`config.mk`:
```
export PLATFORM = sky130hd
export DESIGN_NAME = pnd_front_flat
export DESIGN_NICKNAME = d
export VERILOG_FILES = /design/src/design/pnd_pkg.sv /design/src/design/pnd_ifs.sv /design/src/design/pnd_front.sv /design/src/flat_wrapper.sv
export SDC_FILE = /design/constraint.sdc
export NUM_CORES = 1
export LEC_CHECK = 0
export BUFFER_PORTS_ARGS = -buffer_cell sky130_fd_sc_hd__buf_2
export CORE_UTILIZATION = 37
export DETAILED_ROUTE_END_ITERATION = 10
export PLACE_DENSITY_LB_ADDON = 0.2
export RECOVER_POWER = 100
export SLEW_MARGIN = 10
export SYNTH_ARGS = -nofsm -noshare
export SYNTH_HDL_FRONTEND = slang
export SYNTH_SLANG_ARGS = --single-unit
```
`constraint.sdc`:
```
create_clock -name vclk -period 3.7
set_clock_uncertainty 0.1 [all_clocks]
set_input_delay 0.74 -clock vclk [all_inputs]
set_output_delay 0.74 -clock vclk [all_outputs]
set_load 0.01 [all_outputs]
```
`src/design/pnd_pkg.sv`:
```
// ----------------------------------------------------------------------------
// pnd_pkg: shared types and constants of the path neighbor distance core
// Field widths, command and register codes, the command control group
// that travels from the front end to the back end, and back end states.
// ----------------------------------------------------------------------------
`timescale 1ns / 1ps
`default_nettype none

package pnd_pkg;

   localparam int FUNC_W      = 2;
   localparam int POS_W       = 10;
   localparam int COORD_IN_W  = 16;
   localparam int LEN_W       = 11;
   localparam int TOTAL_W     = 18;
   localparam int COUNT_W     = 2;
   localparam int CSR_INDEX_W = 2;
   localparam int CSR_DATA_W  = 11;

   localparam logic [LEN_W-1:0]   LEN_RESET = 11'd1;
   localparam logic [TOTAL_W-1:0] TOTAL_MAX = 18'h3FFFF;

   typedef enum logic [FUNC_W-1:0] {
      FUNC_WRITE         = 2'd0,
      FUNC_BOTH_STORED   = 2'd1,
      FUNC_BOTH_SUPPLIED = 2'd2,
      FUNC_LEFT_SUPPLIED = 2'd3
   } func_type;

   typedef enum logic [CSR_INDEX_W-1:0] {
      CSR_CLOSED_PATH = 2'd0,
      CSR_MEASURE     = 2'd1,
      CSR_PATH_LENGTH = 2'd2
   } csr_index_type;

   typedef struct packed {
      logic is_write;
      logic bad;
      logic has_left;
      logic has_right;
      logic ref_stored;
   } cmd_ctl_type;

   localparam int CMD_CTL_W = $bits(cmd_ctl_type);

   typedef enum logic [3:0] {
      B_IDLE,
      B_WMOD,
      B_WFIX,
      B_WRITE,
      B_RREF,
      B_LREF,
      B_START,
      B_RNB,
      B_DIFF,
      B_SQR,
      B_SUM,
      B_ROOT,
      B_ACC,
      B_OUT
   } back_state_type;

endpackage

`default_nettype wire

```
`src/design/pnd_ifs.sv`:
```
// ----------------------------------------------------------------------------
// pnd_ifs: channel interfaces of the path neighbor distance core
// Request, response and register write channels with valid/ready.
// ----------------------------------------------------------------------------
`timescale 1ns / 1ps
`default_nettype none

interface pnd_req_if;
   logic                                 valid;
   logic                                 ready;
   logic [pnd_pkg::FUNC_W-1:0]           func;
   logic [pnd_pkg::POS_W-1:0]            position;
   logic signed [pnd_pkg::COORD_IN_W-1:0] point_x;
   logic signed [pnd_pkg::COORD_IN_W-1:0] point_y;

   modport source (output valid, func, position, point_x, point_y, input ready);
   modport sink (input valid, func, position, point_x, point_y, output ready);
endinterface


`default_nettype wire

```
`src/design/pnd_front.sv`:
```
// ----------------------------------------------------------------------------
// pnd_front: request front end
// Accepts request transactions while the command queue has room and
// classifies them: write or query, bad position, which neighbors exist and
// their table indices, and where the reference point comes from.
// ----------------------------------------------------------------------------
`timescale 1ns / 1ps
`default_nettype none

module pnd_front #(
   parameter int MAX_POINTS  = 1024,
   parameter int COORD_WIDTH = 16
) (
   pnd_req_if.sink                      req,
   input  wire logic                    closed_path,
   input  wire logic [pnd_pkg::LEN_W-1:0] path_length,
   input  wire logic                    queue_full,
   output logic                         push,
   output pnd_pkg::cmd_ctl_type         ctl,
   output logic [pnd_pkg::POS_W-1:0]    pos,
   output logic [$clog2(MAX_POINTS)-1:0] left_idx,
   output logic [$clog2(MAX_POINTS)-1:0] right_idx,
   output logic [COORD_WIDTH-1:0]       x,
   output logic [COORD_WIDTH-1:0]       y
);

   localparam int AW = $clog2(MAX_POINTS);
   localparam int NW = $clog2(MAX_POINTS + 1);
   localparam int WW = (NW > pnd_pkg::LEN_W) ? NW : pnd_pkg::LEN_W;

   pnd_pkg::func_type func;
   logic [WW-1:0]     pos_w;
   logic [WW-1:0]     len_w;
   logic [WW-1:0]     n_w;
   logic [WW-1:0]     pos_next;
   logic              at_start;
   logic              right_inside;

   assign req.ready = !queue_full;
   assign push      = req.valid && !queue_full;

   assign func     = pnd_pkg::func_type'(req.func);
   assign pos_w    = WW'(req.position);
   assign len_w    = WW'(path_length);
   assign n_w      = (len_w > WW'(MAX_POINTS)) ? WW'(MAX_POINTS) : len_w;
   assign pos_next = pos_w + WW'(1);
   assign at_start = (req.position == '0);
   assign right_inside = (pos_next < n_w);

   always_comb begin
      ctl.is_write   = (func == pnd_pkg::FUNC_WRITE);
      ctl.bad        = (pos_w >= n_w);
      ctl.ref_stored = (func == pnd_pkg::FUNC_BOTH_STORED);
      ctl.has_left   = !at_start || closed_path;
      ctl.has_right  = (func != pnd_pkg::FUNC_LEFT_SUPPLIED) && (right_inside || closed_path);
   end

   // Neighbors wrap to the far end of the ring; the open-path case is
   // filtered out by the has_left and has_right flags.
   assign left_idx  = at_start ? AW'(n_w - WW'(1)) : AW'(pos_w - WW'(1));
   assign right_idx = right_inside ? AW'(pos_next) : '0;
   assign pos       = req.position;

   // Unsigned resize: low bits are kept, wider coordinates are zero filled.
   assign x = COORD_WIDTH'($unsigned(req.point_x));
   assign y = COORD_WIDTH'($unsigned(req.point_y));

endmodule

`default_nettype wire

```
`src/flat_wrapper.sv`:
```
// flat-port wrapper written by rule: the top's interface ports become plain ports
module pnd_front_flat 
#(
   parameter int MAX_POINTS  = 1024,
   parameter int COORD_WIDTH = 16
)
  (closed_path, path_length, queue_full, push, ctl, pos, left_idx, right_idx, x, y, req_valid, req_func, req_position, req_point_x, req_point_y, req_ready);
  pnd_req_if req_i ();
  input  wire logic closed_path;
  input  wire logic [pnd_pkg::LEN_W-1:0] path_length;
  input  wire logic queue_full;
  output logic push;
  output pnd_pkg::cmd_ctl_type ctl;
  output logic [pnd_pkg::POS_W-1:0] pos;
  output logic [$clog2(MAX_POINTS)-1:0] left_idx;
  output logic [$clog2(MAX_POINTS)-1:0] right_idx;
  output logic [COORD_WIDTH-1:0] x;
  output logic [COORD_WIDTH-1:0] y;
  input wire logic [$bits(req_i.valid)-1:0] req_valid;
  input wire logic [$bits(req_i.func)-1:0] req_func;
  input wire logic [$bits(req_i.position)-1:0] req_position;
  input wire logic [$bits(req_i.point_x)-1:0] req_point_x;
  input wire logic [$bits(req_i.point_y)-1:0] req_point_y;
  output wire logic [$bits(req_i.ready)-1:0] req_ready;
  assign req_i.valid = req_valid;
  assign req_i.func = req_func;
  assign req_i.position = req_position;
  assign req_i.point_x = req_point_x;
  assign req_i.point_y = req_point_y;
  assign req_ready = req_i.ready;
  pnd_front #(.MAX_POINTS(MAX_POINTS), .COORD_WIDTH(COORD_WIDTH)) u_core (.req(req_i), .closed_path(closed_path), .path_length(path_length), .queue_full(queue_full), .push(push), .ctl(ctl), .pos(pos), .left_idx(left_idx), .right_idx(right_idx), .x(x), .y(y));
endmodule
```
---- After elaboration in Yosys (flattened, before gate mapping) ----
Cells that the tools add are included.
word-level totals
  register bits ........................... 0
  latch bits .............................. 0
  bits in writable memories ............... 0
  ROM bits ................................ 0
  input port bits ......................... 58
  output and inout port bits .............. 69
  word-level logic and storage cells ...... 19
  memories ................................ 0
operators by class
  $add $sub $neg .......................... 3
  $mul .................................... 0
  div/mod/pow operators ................... 0
  $lt $le $gt $ge ......................... 3
  equal/unequal tests ..................... 2
  shift operators ......................... 0
  muxes and demuxes ....................... 3
  bitwise logic cells ..................... 0
  reduce and logical (&&, ||, !) cells .... 8
operators by type and width
  kind                     number
  $mux W10                 2
  $sub A10 B1 Y10 const B  2
  $add A10 B1 Y11 const B  1
  $ge A10 B11 Y1           1
  $gt A11 B11 Y1 const B   1
  $lt A11 B11 Y1           1
  $mux W11                 1
  $logic_not A10 Y1        1
  $eq A2 B1 Y1 const B     1
  $logic_and A1 B1 Y1      2
  $logic_not A1 Y1         2
  $logic_not A2 Y1         1
  $logic_or A1 B1 Y1       2
  $ne A2 B2 Y1 const B     1

---- Logic depth before layout (Yosys ltp) ----
Gate-level depths: netlist of run 1.
  word-level depth ........................ 5
  gate-level depth with buffers ........... 12
  depth with buffers taken out ............ 10

---- Least setup slack after synthesis of run 1 ----
Ideal clock, no wire load.
  path kind ............................... input -> output
  from .................................... input port req_position[0]
  to ...................................... output port left_idx[4]
  arrival ................................. 3362 ps
  data required time ...................... 2860 ps
  slack ................................... -502 ps
  stages .................................. 11
  buffers on the path ..................... 2
  path through ............................ clkbuf_1 inv_1 ha_1 or3b_2 or3_1 buf_2 mux2i_1 ha_1 nand2_1 a2111oi_0 xnor2_1
on the way
  cells in the longest elaborated chain, start to end .. 2
  elaborated cells on any way between the ends .. 3
  those cells by class .................... add/sub: 1; mux: 1; reduce/logical: 1
ends and longest elaborated chain
  what                                                  line                              source
  start, declared                                       flat_wrapper.sv:21                input wire logic [$bits(req_i.position)-1:0] req_position;
  $sub A10 B1 Y10 or $logic_not A10 Y1 (tied branches)  pnd_front.sv:60, pnd_front.sv:47
  $mux W10 (*)                                          pnd_front.sv:60                   assign left_idx = at_start ? AW'(n_w - WW'(1)) : AW'(pos_w - WW'(1));
  end, declared                                         flat_wrapper.sv:15                output logic [$clog2(MAX_POINTS)-1:0] left_idx;
Mark *: on every way between the ends. The rest lies on a longest branch, timed or not.

---- Worst setup path in the final report of run 1 ----
  from .................................... input port req_position[0]
  to ...................................... output port left_idx[8]
Same word-level chain as after synthesis.

==> results of run 1 <==
Yosys cell counts (4+ instances only):
library cell	count	area (sq um)
or3_1	6	37.5
inv_1	12	45.0
nor3_1	5	25.0
o21ai_0	5	25.0
nand3_1	8	40.0
ha_1	22	275
nand2_1	19	71.3
a21oi_1	14	70.1
a21o_1	4	30.0
nor2_1	9	33.8
xnor2_1	9	78.8
buf_4	43	323
nor2b_1	12	75.1
worst paths after layout:
check / start / to / slack [ns] / cells past startpoint
hold / removal: req_point_x[11] / x[11] / 1.38 / 0
setup / recovery: req_position[0] / left_idx[8] / -0.13 / 13
per-layer routing:
metal  part of all wire  track usage  up-vias
met3              0.056       0.0138        2
met2               0.47        0.361       59
met4            0.00082       0.0106        0
li1                   -            -      876
met5                  0            0        -
met1               0.47        0.295      817
cell usage in the layout (no fill, tap or decap), drive strengths merged, types with 2 or more instances in the layout:
cell	synthesis	layout
buf	46	106
clkbuf	2	11
a21oi	14	14
nand4	3	3
nor2	9	9
nor2b	13	13
or4	3	3
a21o	4	4
nor4	2	2
or3	6	6
o21a	2	2
and3	2	2
nor3	5	5
o21ai	8	8
xor2	3	3
o221ai	2	2
nand2	19	19
o211ai	2	2
a31oi	3	3
xnor2	9	9
nand3	8	8
or2	2	2
ha	22	22
inv	12	12
power groups by stage:
stage	combinational [mW]	clock [mW]	sequential [mW]
floorplan	0.166	0	0
global placement	0.230	0	0
detailed placement	0.233	0	0
CTS	0.257	0	0
global route	0.306	0	0
finish	0.279	0	0
cells by family after synthesis:
logic type | share of synthesized area
and+or+nand+nor | 0.282
buffers and inverters | 0.259
AOI/OAI and AO/OA | 0.196
adders and majority gates | 0.180
xor gates and xnor gates | 0.0687
muxes | 0.0139
area by class of cell:
type	count	area [sq um]
fillers	377	1660
multi-input cells	158	1430
repair buffers	117	768
well taps	50	62.6
inverters	12	52.6
repair_timing:
item,in CTS,in global routing
pin swaps,5,16
setup endpoints to repair,18,17
resized for setup,19,36
setup buffers,4,3
==> flow_metrics.tcl, run 1 <==
set metrics [dict create \
    wl_um 4880 \
    min_path_type "input pin to output pin" \
    grt_pass1_vias 1526 \
    violations "negative setup slack" \
    slew_viol_final 0 \
    cp_max_fo 4 \
    tns_ns -1.09 \
    placed_cell_area_sq_um 2030 \
    routabilityCongestion 0.923 \
    drc 0 \
    fin_crit_sh 1.04 \
    p_comb_frac 1.000 \
    start_kind "input pin" \
    grt_pass1_wl_um 7220 \
    timing.hold.ws_ns 1.38 \
    io_pins 127 \
    nFlopsAndLatches 0 \
    syn_area_per_cell_sq_um 7.02 \
    max_cap_viol_count 0 \
    p_sw_uw 140 \
    area_delta_synth_final_pct 51.3 \
    diodes 0 \
    fmax_ghz 0.261 \
    slowest_delay_ns 0.41 \
    fin_cells 337 \
    vdd_drop_max_mv 0.0808 \
    powerDensity_nw_per_um2 121 \
    clkPwrFrac 0 \
    post_drt_wl_per_cell_um 14.5 \
    postLayoutCoreUtil 0.583 \
    dr_total_vias 1754 \
    dp.cells 331 \
    avgViaCountPerCell 5.20 \
    cp.buffers_inverters 4 \
    dr.pass1.iters 4 \
    power_uw 279 \
    place_ws_ns -0.363 \
    worst_slack_ns -0.134 \
    clock_buffer_count 0 \
    path_delay_family "simple AND/OR/NAND/NOR gates" \
    die_h_um 66.3 \
    path_cells "buf_2, inv_8, ha_4, or3b_4, or3_1, mux2_1, ha_4, nand2_2, buf_4, nor2_1, a31oi_1, o21ai_1, buf_2" \
    path_class "input pin to output pin" \
    netlist_area_sq_um 1530 \
    p_seq_frac 0 \
    antenna_found_initial 0 \
    synthDistinctLibCells 47 \
    nNetsFinal 369 \
    fp.dieArea_sq_um 4400 \
    overflow 0 \
    worstPathRequired_ns 2.86 \
    ctsHoldBuffers 0 \
    cp-end-kind "output pin" \
    critPathSlowestCell "or3_1" \
    intPower_uw 139 \
    total_leakage_power_nw 1.07 \
    grtUsageTotal 0.210 \
    core_sq_um 3970 \
    status "finished, violations left" \
    max_slew_margin 0.698 \
    final-hold-violation-count 0 \
    initial_core_util 0.385 \
    drtIter0Drc 94 \
    rsz0062_at_grt "true" \
    chipWidth_um 66.3 \
    syn_inst 218 \
    grt_max_degree 11 \
    rows 23 \
    drive_gt1_frac 0.547 \
    cp.arrival_ns 2.99 \
    syn-num-nets 298 \
    worst_pin_slew_ns 0.449 \
    port_buffers 63 \
    ant_nets 0 \
    final_area_sq_um 2320 \
    netSwitchingFraction 0.502 \
    period_minus_slack_ns 3.83 \
    seq_area_sq_um 0 \
    setup_viol_count_final 16 \
    hpwl_um 3850 \
    ys_warn_count 0 \
    synth.yosys.seq_area_share 0 \
]
Note: power is estimated with default switching activity, not from simulation.
==> run 2: changes to the inputs <==
--- a/config.mk
+++ b/config.mk
@@ -6,10 +6,11 @@
 export NUM_CORES = 1
 export LEC_CHECK = 0
 export BUFFER_PORTS_ARGS = -buffer_cell sky130_fd_sc_hd__buf_2
-export CORE_UTILIZATION = 37
+export CORE_UTILIZATION = 44
 export DETAILED_ROUTE_END_ITERATION = 10
 export PLACE_DENSITY_LB_ADDON = 0.2
 export RECOVER_POWER = 100
+export SETUP_SLACK_MARGIN = 0.4
 export SLEW_MARGIN = 10
 export SYNTH_ARGS = -nofsm -noshare
 export SYNTH_HDL_FRONTEND = slang
==> constraint.sdc (replaced) <==
create_clock -name vclk -period 4.8
set_clock_uncertainty 0.1 [all_clocks]
set_input_delay 0.96 -clock vclk [all_inputs]
set_output_delay 0.96 -clock vclk [all_outputs]
set_load 0.01 [all_outputs]
==> run 2 against run 1 <==
The flow now finishes without violations. Global-route usage increased by 0.26 points. Critical path depth shrank 1. Setup slack better by 0.45 ns. Largest cell class unchanged. Highest routed layer is now met3.
==> flow_metrics.tcl, run 2 (synthesis results as in run 1) <==
set metrics [dict create \
    initial_core_util 0.459 \
    max_cap_viol_count 0 \
    total_leakage_power_nw 0.802 \
    chipWidth_um 61.0 \
    dr_total_vias 1573 \
    clock_buffer_count 0 \
    overflow 0 \
    wl_um 4170 \
    nNetsFinal 330 \
    max_slew_margin 0.606 \
    fmax_ghz 0.223 \
    grt_max_degree 12 \
    io_pins 127 \
    grt_pass1_wl_um 6070 \
    dr.pass1.iters 4 \
    fin_crit_sh 0.934 \
    antenna_found_initial 0 \
    final_area_sq_um 1820 \
    power_uw 171 \
    cp.buffers_inverters 3 \
    cp-end-kind "output pin" \
    die_h_um 61.0 \
    rows 21 \
    port_buffers 63 \
    path_class "input pin to output pin" \
    final-hold-violation-count 0 \
    placed_cell_area_sq_um 1640 \
    slowest_delay_ns 0.50 \
    core_sq_um 3340 \
    powerDensity_nw_per_um2 94.2 \
    drc 0 \
    path_cells "buf_2, inv_2, ha_2, or3b_1, or3_1, mux2_1, ha_1, nand2_2, o311a_1, a21oi_1, o21ai_1, buf_2" \
    cp_max_fo 4 \
    area_delta_synth_final_pct 18.7 \
    tns_ns 0 \
    final_common_cell "buf_2" \
    seq_area_sq_um 0 \
    status "completed" \
    multi_input_area_sq_um 1310 \
    path_delay_family "simple AND/OR/NAND/NOR gates" \
    grt_pass1_vias 1239 \
    rsz0062_at_grt "true" \
    min_path_type "input pin to output pin" \
    cp.arrival_ns 3.42 \
    setup_viol_count_final 0 \
    critPathSlowestCell "or3_1" \
    slew_viol_final 0 \
    routabilityCongestion 0.867 \
    ctsHoldBuffers 0 \
    worstPathRequired_ns 3.74 \
    crit_path_frequent_cell "buf_2" \
    start_kind "input pin" \
    diodes 0 \
    grtUsageTotal 0.212 \
    fp.dieArea_sq_um 3720 \
    vdd_drop_max_mv 0.0589 \
    timing.hold.ws_ns 1.82 \
    layout_common_cells "38 x buf_2, 22 x clkbuf_1, 20 x ha_1" \
    avgViaCountPerCell 5.35 \
    drive_gt1_frac 0.335 \
    hpwl_um 3160 \
    period_minus_slack_ns 4.48 \
    drtIter0Drc 74 \
    ant_nets 0 \
    post_drt_wl_per_cell_um 14.2 \
    fillers 366 \
    worst_pin_slew_ns 0.586 \
    nFlopsAndLatches 0 \
]
-- run 2: cell count changes in the layout (fill, tap and decap cells not counted), sizes merged --
cell | before | now
o21ai | 8 | 9
buf | 106 | 53
clkbuf | 11 | 24
-- run 2: power breakdown --
group,switching [mW],internal (mW)
combinational,0.0970,0.0742
clock,0,0
sequential,0,0
-- run 2: per-layer routing --
metal / track usage / share of wire
met5: 0 / 0
met1: 0.320 / 0.48
met3: 0.0171 / 0.075
met2: 0.347 / 0.44
met4: 0.00325 / 0
-- run 2: worst paths after layout --
path	start	to	slack (ns)	cells after the start
max	req_position[0]	left_idx[8]	0.32	12
min	req_point_x[10]	x[10]	1.82	0
-- run 2: final cells by class --
type | instances | area share
well taps | 46 | 0.0317
inverters | 12 | 0.0248
multi-input cells | 159 | 0.719
repair buffers | 77 | 0.225
-- run 2: metrics by stage --
step	setup WS, ns	instances	util
global placement	0.0133	286	0.490
global route	0.173	294	0.544
CTS	0.369	286	0.500
floorplan	0.438	218	-
detailed placement	-0.0793	286	0.490
finish	0.318	294	0.544
-- run 2: timing repair --
action,4_1_cts,5_1_grt
endpoints found under the setup margin,14,14
cloned,0,1
hold endpoints to repair,0,0
pin swaps,3,7
setup buffers,0,7
resized for setup,6,29
