[src/design/pnd_queue.sv]
// ----------------------------------------------------------------------------
// pnd_queue: command queue
// Two-entry first-in first-out buffer between the front end and the
// back end, so that each side can stall independently.
// ----------------------------------------------------------------------------
`timescale 1ns / 1ps
`default_nettype none

module pnd_queue #(
   parameter int WIDTH = 8
) (
   input  wire logic             clock,
   input  wire logic             reset,
   input  wire logic             push,
   input  wire logic [WIDTH-1:0] push_data,
   output logic                  full,
   input  wire logic             pop,
   output logic                  head_valid,
   output logic [WIDTH-1:0]      head_data
);

   logic [WIDTH-1:0] entry_ff [2];
   logic             wr_ptr_ff;
   logic             wr_ptr_in;
   logic             rd_ptr_ff;
   logic             rd_ptr_in;
   logic [1:0]       count_ff;
   logic [1:0]       count_in;
   logic             do_push;
   logic             do_pop;

   assign full       = (count_ff == 2'd2);
   assign head_valid = (count_ff != 2'd0);
   assign head_data  = entry_ff[rd_ptr_ff];
   assign do_push    = push && !full;
   assign do_pop     = pop && head_valid;

   always_comb begin
      wr_ptr_in = do_push ? !wr_ptr_ff : wr_ptr_ff;
      rd_ptr_in = do_pop ? !rd_ptr_ff : rd_ptr_ff;
      count_in  = count_ff + 2'(do_push) - 2'(do_pop);
   end

   always_ff @(posedge clock) begin
      if (reset) begin
         wr_ptr_ff <= 1'b0;
         rd_ptr_ff <= 1'b0;
         count_ff  <= 2'd0;
      end else begin
         wr_ptr_ff <= wr_ptr_in;
         rd_ptr_ff <= rd_ptr_in;
         count_ff  <= count_in;
      end
   end

   always_ff @(posedge clock) begin
      if (do_push) begin
         entry_ff[wr_ptr_ff] <= push_data;
      end
   end

endmodule

`default_nettype wire

[config.mk]
export PLATFORM = sky130hd
export DESIGN_NAME = pnd_queue
export DESIGN_NICKNAME = d
export VERILOG_FILES = /design/src/design/pnd_queue.sv
export SDC_FILE = /design/constraint.sdc
export NUM_CORES = 1
export LEC_CHECK = 0
export BUFFER_PORTS_ARGS = -buffer_cell sky130_fd_sc_hd__buf_4
export CAP_MARGIN = 20
export CORE_ASPECT_RATIO = 1.1
export CORE_MARGIN = 2
export CORE_UTILIZATION = 44
export CTS_CLUSTER_DIAMETER = 40
export CTS_CLUSTER_SIZE = 30
export DETAILED_ROUTE_END_ITERATION = 16
export PLACE_DENSITY = 0.71
export SKIP_LAST_GASP = 1
export SLEW_MARGIN = 0
export SYNTH_ARGS = -nofsm -noshare
export SYNTH_HDL_FRONTEND = slang
export SYNTH_SLANG_ARGS = --single-unit
[constraint.sdc]
create_clock -name clock -period 1.4 [get_ports clock]
set_input_delay 0.14 -clock clock [delete_from_list [all_inputs] [get_ports clock]]
set_output_delay 0.14 -clock clock [all_outputs]
set_load 0.01 [all_outputs]
# == After elaboration in Yosys (flattened, before gate mapping) ==
# Memory sizes are Yosys's and may differ from the RTL's. A register that Yosys moved wholly into a read port is not among the register bits.
# Cells that the tools add are included.
# W data, S select, Z words.
# word_totals
regBits,4
mem_bits_rw,16
inputBits,12
output_inout_bits,10
wordCells,17
memories,1
# memory_table
memory,depth,word_bits,rd,rd_ports_with_merged_regs,wr,line_no,text
entry_ff,2,8,1,1,1,22,logic [WIDTH-1:0] entry_ff [2];
# op_classes
n_addsub,2
n_eq_ne,1
n_mux,4
reduce_logical,6
# op_table
operator,n
$mux W1,4
$logic_not A1 Y1,3
$add A2 B1 Y2,1
$eq A2 B2 Y1 const B,1
$logic_and A1 B1 Y1,2
$reduce_bool A2 Y1,1
$sub A2 B1 Y2,1

# == Longest topological paths before layout ==
# Gate-level depths: netlist of the first run.
# logic_depth
word_depth,5
depth_mapped,8
ltp_nobuf,8

# == Worst setup path after synthesis of the first run ==
# Ideal clock, no wire load.
# synth_path
path_kind,flip-flop to flip-flop
startpoint,register count_ff[1]
endpoint,register count_ff[1]
setup_time_ps,115
arrival_ps,1346
required_ps,1285
path_slack_ps,-60
path_stages_with_launch,8
n_path_buf,0
synth_period_minus_slack_ps,1460
path_cell_list,dfxtp_1 o21a_2 ha_1 inv_1 ha_1 xor2_1 xnor2_1 nor2_1
# synth_between
word_cells_on_any_way,7
cone_classes,2 x add/sub; 1 x eq/ne; 4 x reduce/logical
# synth_rtl
item,line_no,text
"start, declared",27,logic [1:0] count_ff;
"start signal, assigned",52,count_ff <= count_in;
$reduce_bool A2 Y1,33,assign head_valid = (count_ff != 2'd0);
$logic_and A1 B1 Y1,36,assign do_pop = pop && head_valid;
via do_pop,30,logic do_pop;
$sub A2 B1 Y2,41,count_in = count_ff + 2'(do_push) - 2'(do_pop);
# The timed path passes the listed nets, and every way through them passes these cells.
# A chain may end at the register's enable or synchronous reset.

# == Worst setup path after layout of the first run ==
# Same ends and word-level chain as after synthesis.

==> reports/results.ini, run 1 <==
[clock_network]
numCtsBuffers = 3
cts_tree = yes
htreeDepth = 1
cts_buffer_depth = 2
hold_buffers = 0
path_clk_slew_ps = 110
cts_root_buf = clkbuf_4
clock_latency_ps = 300
cts.sinks = 21

[status]
status = finished with violations
violations = setup timing

[finish]
instances_no_fill = 101
nets = 98
diodes = 0
final_util = 0.6577
area_growth_syn_to_layout_pct = 42.90
multi_input_area_um2 = 274.0
seq_area_um2 = 589.3
design_area_mm2 = 0.001159
n_fill_cell = 146
drive_above_1_share = 0.6024

[detailed_routing]
ant_nets = 0
wire_per_inst_um = 14.18
first_pass_iters = 3
drcViolationCount = 0
drtIter0Drc = 5
wirelength_um = 1432
via_per_inst = 5.059
vias = 511

[synth]
ys_seq_area_frac = 0.7160
ys_seq_elements = 21
yosys.area.top_type = edfxtp_1
syn-cell-area_um2 = 810.8
synth_warnings = 0
syn-num-nets = 65
synth_common_cells = edfxtp_1, mux2_1, dfxtp_1
synth_area_per_cell_um2 = 15.90
netlist.area_leader.share = 0.5926
synthCells = 51
yosysMostFrequentCell = edfxtp_1
synth_ff_type = edfxtp_1
synth_edf_count = 16
synth.distinct_cells = 21
synthArstFlopShare = 0
synth_area_leaders = edfxtp_1, dfxtp_1, mux2_1

[job]
cap_violations = 0

[placement]
postPlaceCellArea_mm2 = 0.001055
hpwl_um = 1005
numPlacedInstances = 94
gp_congestion = 0.6235
portBuffers = 21

[grt]
track_usage = 0.1471
overflow = 0
grt_first_pass_wirelength_um = 2256
antenna_found_initial = 0
grt_max_degree = 12
grt_pass1_vias = 534

[sta]
fin_ws_ps = -73.13
fmax_mhz = 678.8
rsz0062_at_grt = true
fin_crit_sh = 1.052
slew_headroom = 0.8572
finalSetupViolCount = 9
finalMaxSlewViolations = 0
worst_pin_slew_ps = 214.2
fin_crit_ps = 1473
hold_violations = 0
finClkSkew_ps = 0.7370

[power]
peakVddDrop_v = 0.0009193
power_density_mw_per_mm2 = 1680
leakage_nw = 0.4714

[setup_path]
crit_arrival_ps = 1670
crit_type = register to register
end_kind = register
startpoint_type = register
cp_max_fo = 3
worstPathRequired_ps = 1600

[floorplanning]
start_util = 0.4602
io_pins = 22
dieArea_mm2 = 0.002202
fp.dieW_um = 44.93
num_rows = 16
core_mm2 = 0.001762
die_h_um = 49.02

[min_path]
min_path_type = input pin to register

## placed cells by master, fill, tap and decap left out, types with 2 or more instances in the layout
| cell type | instances |
|---|---|
| mux2_1 | 5 |
| dfxtp_4 | 2 |
| edfxtp_1 | 16 |
| buf_6 | 3 |
| nor2_1 | 3 |
| xnor2_1 | 2 |
| dfxtp_1 | 2 |
| inv_2 | 2 |
| ha_4 | 2 |
| buf_4 | 26 |
| mux2_4 | 2 |
| clkbuf_4 | 3 |
## logic make-up (layout without fill, tap and decap cells)
logic type / after synthesis / count (layout) / share of synthesized area
XOR/XNOR: 3 / 3 / 0.03241
buffers and inverters: 5 / 37 / 0.02468
multiplexers: 8 / 8 / 0.1111
AND/OR/NAND/NOR: 9 / 9 / 0.06174
adder cells (fa/ha/maj): 2 / 2 / 0.03086
AO/OA/AOI/OAI: 3 / 3 / 0.02314
flip-flops: 21 / 21 / 0.7161
## critical path, stage by stage, from the launching register on
cell and delay (ps):
dfxtp_2 360, o21a_4 230, ha_4 260, inv_2 40
ha_4 150, xor2_2 140, xnor2_1 130, nor2_1 70
## power by group
group / total [mW] / switching, mW / internal (mW)
registers: 0.885 / 0.0843 / 0.801
clock network: 0.284 / 0.173 / 0.111
logic: 0.777 / 0.307 / 0.470
## area by class of cell
class	count	area share
clock buffers	4	0.02268
well taps	18	0.01944
multi-input cells	25	0.2365
flip-flops and latches	21	0.5086
repair buffers	29	0.1976
inverters	4	0.01512
## state kept, by name, indices dropped and copies added, names as in the netlist, named ones only
register and cells:
count_ff 2, wr_ptr_ff 1, rd_ptr_ff 1, entry_ff 16
## what timing repair did
action                                  in CTS  in global routing
endpoints found under the setup margin       9                 12
buffers inserted                             1                  2
resized for setup                            7                  8
cloned                                       0                  0
pin swaps                                    4                  0
## worst paths after layout
kind                start              to  slack, ps  cells after the start
min reg2reg     wr_ptr_ff       wr_ptr_ff        510                      2
max           count_ff[1]     count_ff[1]        -70                      7
min          push_data[0]  entry_ff[0][0]         20                      1
max reg2reg   count_ff[1]     count_ff[1]        -70                      7
## metrics by stage
| stage | setup WS [ps] | TNS [ps] | power (mW) | hold WS [ps] |
|---|---|---|---|---|
| 6_report | -73.13 | -485.4 | 1.947 | 16.49 |
| 5_1_grt | -145.6 | -982.4 | 2.064 | 1.682 |
| 4_1_cts | -72.85 | -72.85 | 1.883 | 10.08 |
| 3_5_place_dp | -103.0 | -103.0 | 1.524 | 327.4 |
| 3_3_place_gp | -46.45 | -46.45 | 1.491 | 325.1 |
| 2_1_floorplan | -31.38 | -31.38 | 1.233 | 204.2 |
## layer usage
| metal | part of all wire | routed length (µm) | vias to the layer above | track usage |
|---|---|---|---|---|
| li1 | - | - | 243 | - |
| met1 | 0.34 | 494 | 250 | 0.1464 |
| met2 | 0.57 | 820 | 14 | 0.2595 |
| met3 | 0.061 | 88 | 4 | 0.03704 |
| met4 | 0.020 | 29 | 0 | 0.08824 |
| met5 | 0 | 0 | - | 0 |
No activity file was read; power rests on OpenSTA's default activity.
==> run 2, diff against run 1 <==
CORE_UTILIZATION = 49   (was 44)
PLACE_DENSITY = 0.75   (was 0.71)
clock period = 1.64 ns   (was 1.4 ns; I/O delays follow)
==> run 2 against run 1 <==
Against the previous run:
- the run now ends clean
- clock skew grew 7.1 ps
- total power fell by 27%
- clock-buffer cell count stayed put
- sequential power down 17%
- clock power fell by 17%
- worst setup slack better by 180 ps
- via count shrank 8.2%
- critical path depth did not move
- final cell count shrank 8.9%
- critical path type unchanged
==> reports/results.ini, run 2 (same netlist as run 1, synthesis figures left out) <==
[status]
status = completed

[detailed_routing]
drcViolationCount = 0  ; unchanged
first_pass_iters = 4  ; +1
vias = 469  ; -8.2%
wirelength_um = 1253  ; -13%
wire_per_inst_um = 13.62  ; -3.9%
via_per_inst = 5.098  ; +0.76%
ant_nets = 0  ; unchanged
drtIter0Drc = 7  ; +2

[finish]
instances_no_fill = 92  ; -8.9%
final_common_cell = buf_4
largest_reg_flops = 16  ; unchanged
diodes = 0  ; unchanged
largest-register = entry_ff
area_growth_syn_to_layout_pct = 24.85
drive_above_1_share = 0.4267  ; -0.1757
nets = 90  ; -8.2%
design_area_mm2 = 0.001012  ; -13%
final_cell_mix = buf_4, edfxtp_1, mux2_1, dfxtp_1
n_fill_cell = 119  ; -18%
top_regs = entry_ff: 16 flops, count_ff: 2 flops

[min_path]
whs_endpoint = entry_ff[1][0]
hold_depth = 1  ; unchanged
min_path_type = input pin to register
hp-start = push_data[0]

[power]
peakVddDrop_v = 0.0008519  ; -7.3%
leakage_nw = 0.4186  ; -11%
p_sw_frac = 0.2785  ; -0.01158
seqPwrFrac = 0.519  ; +0.064
pwr-share-comb = 0.314  ; -0.085
power.internal_mw = 1.019  ; -26%
power.switching_mw = 0.3933  ; -30%
p_clk_frac = 0.168  ; +0.022
power_density_mw_per_mm2 = 1395  ; -17%

[setup_path]
crit_buf_inv = 1  ; unchanged
worstPathRequired_ps = 1830  ; +230 ps
startpoint_type = register
crit_arrival_ps = 1720  ; +50 ps
cpMostUsedCell = ha_1
r2r_start = count_ff[1]
end_kind = register
slowest_stage = dfxtp_1
cp_top_family = adder cells
crit_type = register to register
slowest_delay_ps = 360  ; about the same
reg2regPathDepth = 7  ; unchanged
cp_max_fo = 4  ; +1
r2r_slack_ps = 110  ; +180 ps
r2r-end = count_ff[1]
path_cells = o21a_2, ha_1, inv_1, ha_1, xor2_1, xnor2_1, nor2_1

[floorplanning]
core_mm2 = 0.001558  ; -12%
fp.dieW_um = 42.79  ; -4.8%
num_rows = 15  ; -1
dieArea_mm2 = 0.001996  ; -9.4%
io_pins = 22  ; unchanged
start_util = 0.5205  ; +0.06025
die_h_um = 46.66  ; -4.8%

[sta]
fin_crit_sh = 0.9333  ; -0.1189
fin_crit_ps = 1531  ; +57.46 ps
hold_ws_ps = 47.77  ; +31.27 ps
worst_pin_slew_ps = 353.5  ; +139.3 ps
fin_tns_setup_ps = 0  ; +485.4 ps
finalMaxSlewViolations = 0  ; unchanged
finClkSkew_ps = 7.805  ; +7.068 ps
hold_violations = 0  ; unchanged
slew_headroom = 0.7640  ; -0.09321
finalSetupViolCount = 0  ; -9
fmax_mhz = 653.3  ; -3.8%
rsz0062_at_grt = false

[grt]
grt_pass1_vias = 449  ; -16%
grt_max_degree = 12  ; unchanged
antenna_found_initial = 0  ; unchanged
overflow = 0  ; unchanged
grt_first_pass_wirelength_um = 2090  ; -7.4%
track_usage = 0.1485  ; +0.001317

[clock_network]
clock_latency_ps = 290  ; about the same
cts.sinks = 21  ; unchanged
cts_tree = yes
path_clk_slew_ps = 110  ; about the same
htreeDepth = 1  ; unchanged
cts_buffer_depth = 2  ; unchanged
cts_root_buf = clkbuf_4
numCtsBuffers = 3  ; unchanged

[job]
cap_violations = 0  ; unchanged

[placement]
numPlacedInstances = 88  ; -6.4%
portBuffers = 21  ; unchanged
gp_congestion = 0.6026  ; -3.4%
postPlaceCellArea_um2 = 984.7  ; -6.6%
hpwl_um = 966.7  ; -3.8%

run 2: cell types whose count changed in the layout (fill, tap and decap cells not counted), moves of 2 or more:
cell,change
buf_4,-5
buf_6,-3
dfxtp_1,+2
dfxtp_4,-2
ha_1,+2
ha_4,-2
inv_1,+2
mux2_4,-2
run 2: worst max-delay path by stage:
stage | startpoint | to | slack, ps | cells past startpoint
after floorplan | count_ff[1] | count_ff[1] | 180 | 7
after CTS | register | head_data[7] | 80 | 2
final | count_ff[1] | count_ff[1] | 110 | 7
after global placement | count_ff[0] | entry_ff[0][1] | 150 | 4
after global routing | count_ff[1] | count_ff[1] | 5 | 7
after detailed placement | count_ff[1] | count_ff[1] | 110 | 7
run 2: through the flow:
| stage | power (mW) | setup WS, ps | utilization |
|---|---|---|---|
| global route | 1.508 | 5.378 | 0.6498 |
| CTS | 1.433 | 77.62 | 0.6490 |
| floorplan | 1.009 | 179.7 | - |
| finish | 1.412 | 109.4 | 0.6498 |
| global placement | 1.183 | 152.1 | 0.6321 |
| detailed placement | 1.196 | 114.7 | 0.6321 |
run 2: area by class of cell:
cell class | count | area [µm²] | area share
Tap cell | 17 | 21.27 | 0.02101
Inverter | 4 | 15.01 | 0.01483
Timing Repair Buffer | 21 | 157.7 | 0.1557
Sequential cell | 21 | 581.8 | 0.5748
Clock buffer | 4 | 26.28 | 0.02596
Multi-Input combinational cell | 25 | 210.2 | 0.2077
run 2: timing repair:
action	in CTS	in global routing
endpoints found under the setup margin	0	1
buffers inserted	0	0
hold buffers	0	0
gates resized for setup	0	1
run 2: worst register-to-register path, cell delays in order (launching register included):
cell and delay [ps]:
dfxtp_1 360, o21a_2 240, ha_1 280, inv_1 60
ha_1 140, xor2_1 170, xnor2_1 130, nor2_1 50
run 2: per-layer routing:
layer	global-route usage	up-vias	share of wire	routed length, µm
li1	-	228	-	-
met1	0.1760	225	0.41	517
met2	0.2545	14	0.50	632
met3	0.03529	2	0.076	95
met4	0.07500	0	0.0056	7
met5	0	-	0	0
run 2: power by group through the flow:
stage	Sequential, mW	Clock (mW)	Combinational (mW)
floorplan	0.709	0	0.300
CTS	0.735	0.246	0.452
finish	0.733	0.237	0.443
global route	0.745	0.266	0.497
detailed placement	0.747	0	0.449
global placement	0.741	0	0.442
==> run 3, diff against run 2 <==
BUFFER_PORTS_ARGS = not set   (was -buffer_cell sky130_fd_sc_hd__buf_4)
CORE_UTILIZATION = 50   (was 49)
DONT_BUFFER_PORTS = 1   (was not set)
PLACE_DENSITY = not set   (was 0.75)
==> run 3 against run 2 <==
Against the previous run:
- hold slack gained 87 ps
- via count decreased by 12%
- core utilization is 3.5 points lower
- maximum frequency fell by 0.76%
- global-route usage decreased by 0.84 points
- sequential power is 0.5% higher
- largest cell class unchanged
==> reports/results.ini, run 3 (same netlist as run 1, synthesis figures left out) <==
[grt]
grt_pass1_vias = 454  ; +1.1%
track_usage = 0.1400  ; -0.008430
grt_max_degree = 12  ; unchanged
overflow = 0  ; unchanged
antenna_found_initial = 0  ; unchanged
grt_first_pass_wirelength_um = 1890  ; -9.6%

[job]
cap_violations = 0  ; unchanged

[detailed_routing]
via_per_inst = 5.188  ; +1.8%
vias = 415  ; -12%
ant_nets = 0  ; unchanged
first_pass_iters = 2  ; -2
drtIter0Drc = 5  ; -2
wire_per_inst_um = 14.86  ; +9.1%
wirelength_um = 1189  ; -5.1%
drcViolationCount = 0  ; unchanged

[min_path]
min_path_type = input pin to register
hp-start = push
hold_depth = 3  ; +2
whs_endpoint = wr_ptr_ff

[setup_path]
startpoint_type = register
cp_max_fo = 4  ; unchanged
cp_top_family = adder cells
reg2regPathDepth = 7  ; unchanged
r2r_slack_ps = 100  ; about the same
crit_arrival_ps = 1720  ; about the same
end_kind = register
cpMostUsedCell = ha_1
worstPathRequired_ps = 1820  ; about the same
crit_start = count_ff[1]
r2r_start = count_ff[1]
r2r-end = count_ff[1]
crit_type = register to register
crit_buf_inv = 1  ; unchanged
path_cells = o21a_2, ha_1, inv_1, ha_1, xor2_1, xnor2_1, nor2_1
slowest_delay_ps = 360  ; about the same
slowest_stage = dfxtp_2

[sta]
fmax_mhz = 648.4  ; -0.76%
slew_headroom = 0.7732  ; +0.009157
finalSetupViolCount = 0  ; unchanged
worst_pin_slew_ps = 339.8  ; -13.72 ps
fin_crit_ps = 1542  ; +11.77 ps
rsz0062_at_grt = false
finClkSkew_ps = 2.520  ; -5.285 ps
hold_ws_ps = 135.1  ; +87.30 ps
hold_violations = 0  ; unchanged
finalMaxSlewViolations = 0  ; unchanged
fin_tns_setup_ps = 0  ; unchanged
fin_crit_sh = 0.9405  ; +0.007178

[clock_network]
cts_root_buf = clkbuf_4
cts.sinks = 21  ; unchanged
numCtsBuffers = 3  ; unchanged
htreeDepth = 1  ; unchanged
cts_buffer_depth = 2  ; unchanged
cts_tree = yes
path_clk_slew_ps = 100  ; about the same
clock_latency_ps = 280  ; about the same

[floorplanning]
num_rows = 15  ; unchanged
dieArea_mm2 = 0.001960  ; -1.8%
core_mm2 = 0.001539  ; -1.2%
io_pins = 22  ; unchanged
fp.dieW_um = 42.40  ; -0.91%
die_h_um = 46.24  ; -0.91%
start_util = 0.5268  ; +0.006347

[power]
leakage_nw = 0.3549  ; -15%
power_density_mw_per_mm2 = 1373  ; -1.6%
power.internal_mw = 0.9279  ; -8.9%
seqPwrFrac = 0.567  ; +0.048
pwr-share-comb = 0.262  ; -0.052
power.switching_mw = 0.3713  ; -5.6%
p_sw_frac = 0.2858  ; +0.007321
peakVddDrop_v = 0.0007169  ; -16%
p_clk_frac = 0.171  ; +0.003

[finish]
drive_above_1_share = 0.1905  ; -0.2362
largest_reg_flops = 16  ; unchanged
instances_no_fill = 80  ; -13%
largest-register = entry_ff
nets = 78  ; -13%
diodes = 0  ; unchanged
final_util = 0.6146  ; -0.03517
final_cell_mix = edfxtp_1, dlygate4sd3_1, mux2_1
area_growth_syn_to_layout_pct = 16.67
final_common_cell = edfxtp_1
top_regs = entry_ff: 16 flops, count_ff: 2 flops

[placement]
gp_congestion = 0.6911  ; +15%
portBuffers = 0  ; -100%
numPlacedInstances = 67  ; -24%
hpwl_um = 906.4  ; -6.2%

[status]
status = completed

==> run 3: cell count changes in the layout (fill, tap and decap cells not counted), sizes merged <==
| cell | before | now |
|---|---|---|
| buf | 21 | 0 |
| dlygate4sd3 | 0 | 9 |
==> run 3: per-layer routing <==
layer  routed length, µm  vias to the layer above  GRT usage
li1                    -                      204          -
met4                   5                        0    0.09375
met2                 677                       13     0.2738
met5                   0                        -          0
met3                  85                        2    0.04314
met1                 420                      196     0.1234
==> run 3: stage by stage <==
step / setup WS, ps / instance area, µm² / total power [mW]
3_3_place_gp: 151.4 / 827.0 / 1.040
3_5_place_dp: 92.52 / 827.0 / 1.071
4_1_cts: 48.08 / 943.4 / 1.323
6_report: 97.64 / 945.9 / 1.299
5_1_grt: 21.01 / 945.9 / 1.389
2_1_floorplan: 179.7 / 810.8 / 1.009
==> run 3: how the worst max path moves through the flow <==
| stage | endpoint | slack, ps | depth (start not counted) |
|---|---|---|---|
| final | count_ff[1] | 100 | 7 |
| after global routing | count_ff[1] | 20 | 7 |
| after CTS | count_ff[1] | 50 | 8 |
| after detailed placement | count_ff[1] | 90 | 7 |
| after global placement | count_ff[1] | 150 | 7 |
| after floorplan | count_ff[1] | 180 | 7 |
==> run 3: cell type report <==
type                            instances  area [µm²]
Tap cell                               17       21.27
Inverter                                4       15.01
Multi-Input combinational cell         25       210.2
Sequential cell                        21       583.1
Timing Repair Buffer                    9       90.09
Clock buffer                            4       26.28
Fill cell                             129       593.1
==> run 3: what timing repair did <==
| action | 4_1_cts | 5_1_grt |
|---|---|---|
| gates resized for setup | 0 | 2 |
| setup buffers | 0 | 0 |
| setup endpoints to repair | 0 | 1 |
| hold buffers | 9 | 0 |
| hold endpoints to repair | 21 | 0 |
==> run 3: tightest hold or removal path, cell delays in order <==
cell	delay, ps
clkinv_1	30
or3_1	120
a21oi_1	60
==> run 3: power by group through the flow <==
stage	registers [mW]	clock network [mW]	logic (mW)
2_1_floorplan	0.709	0	0.300
3_3_place_gp	0.736	0	0.304
3_5_place_dp	0.748	0	0.324
4_1_cts	0.735	0.241	0.347
5_1_grt	0.750	0.261	0.378
6_report	0.737	0.223	0.340
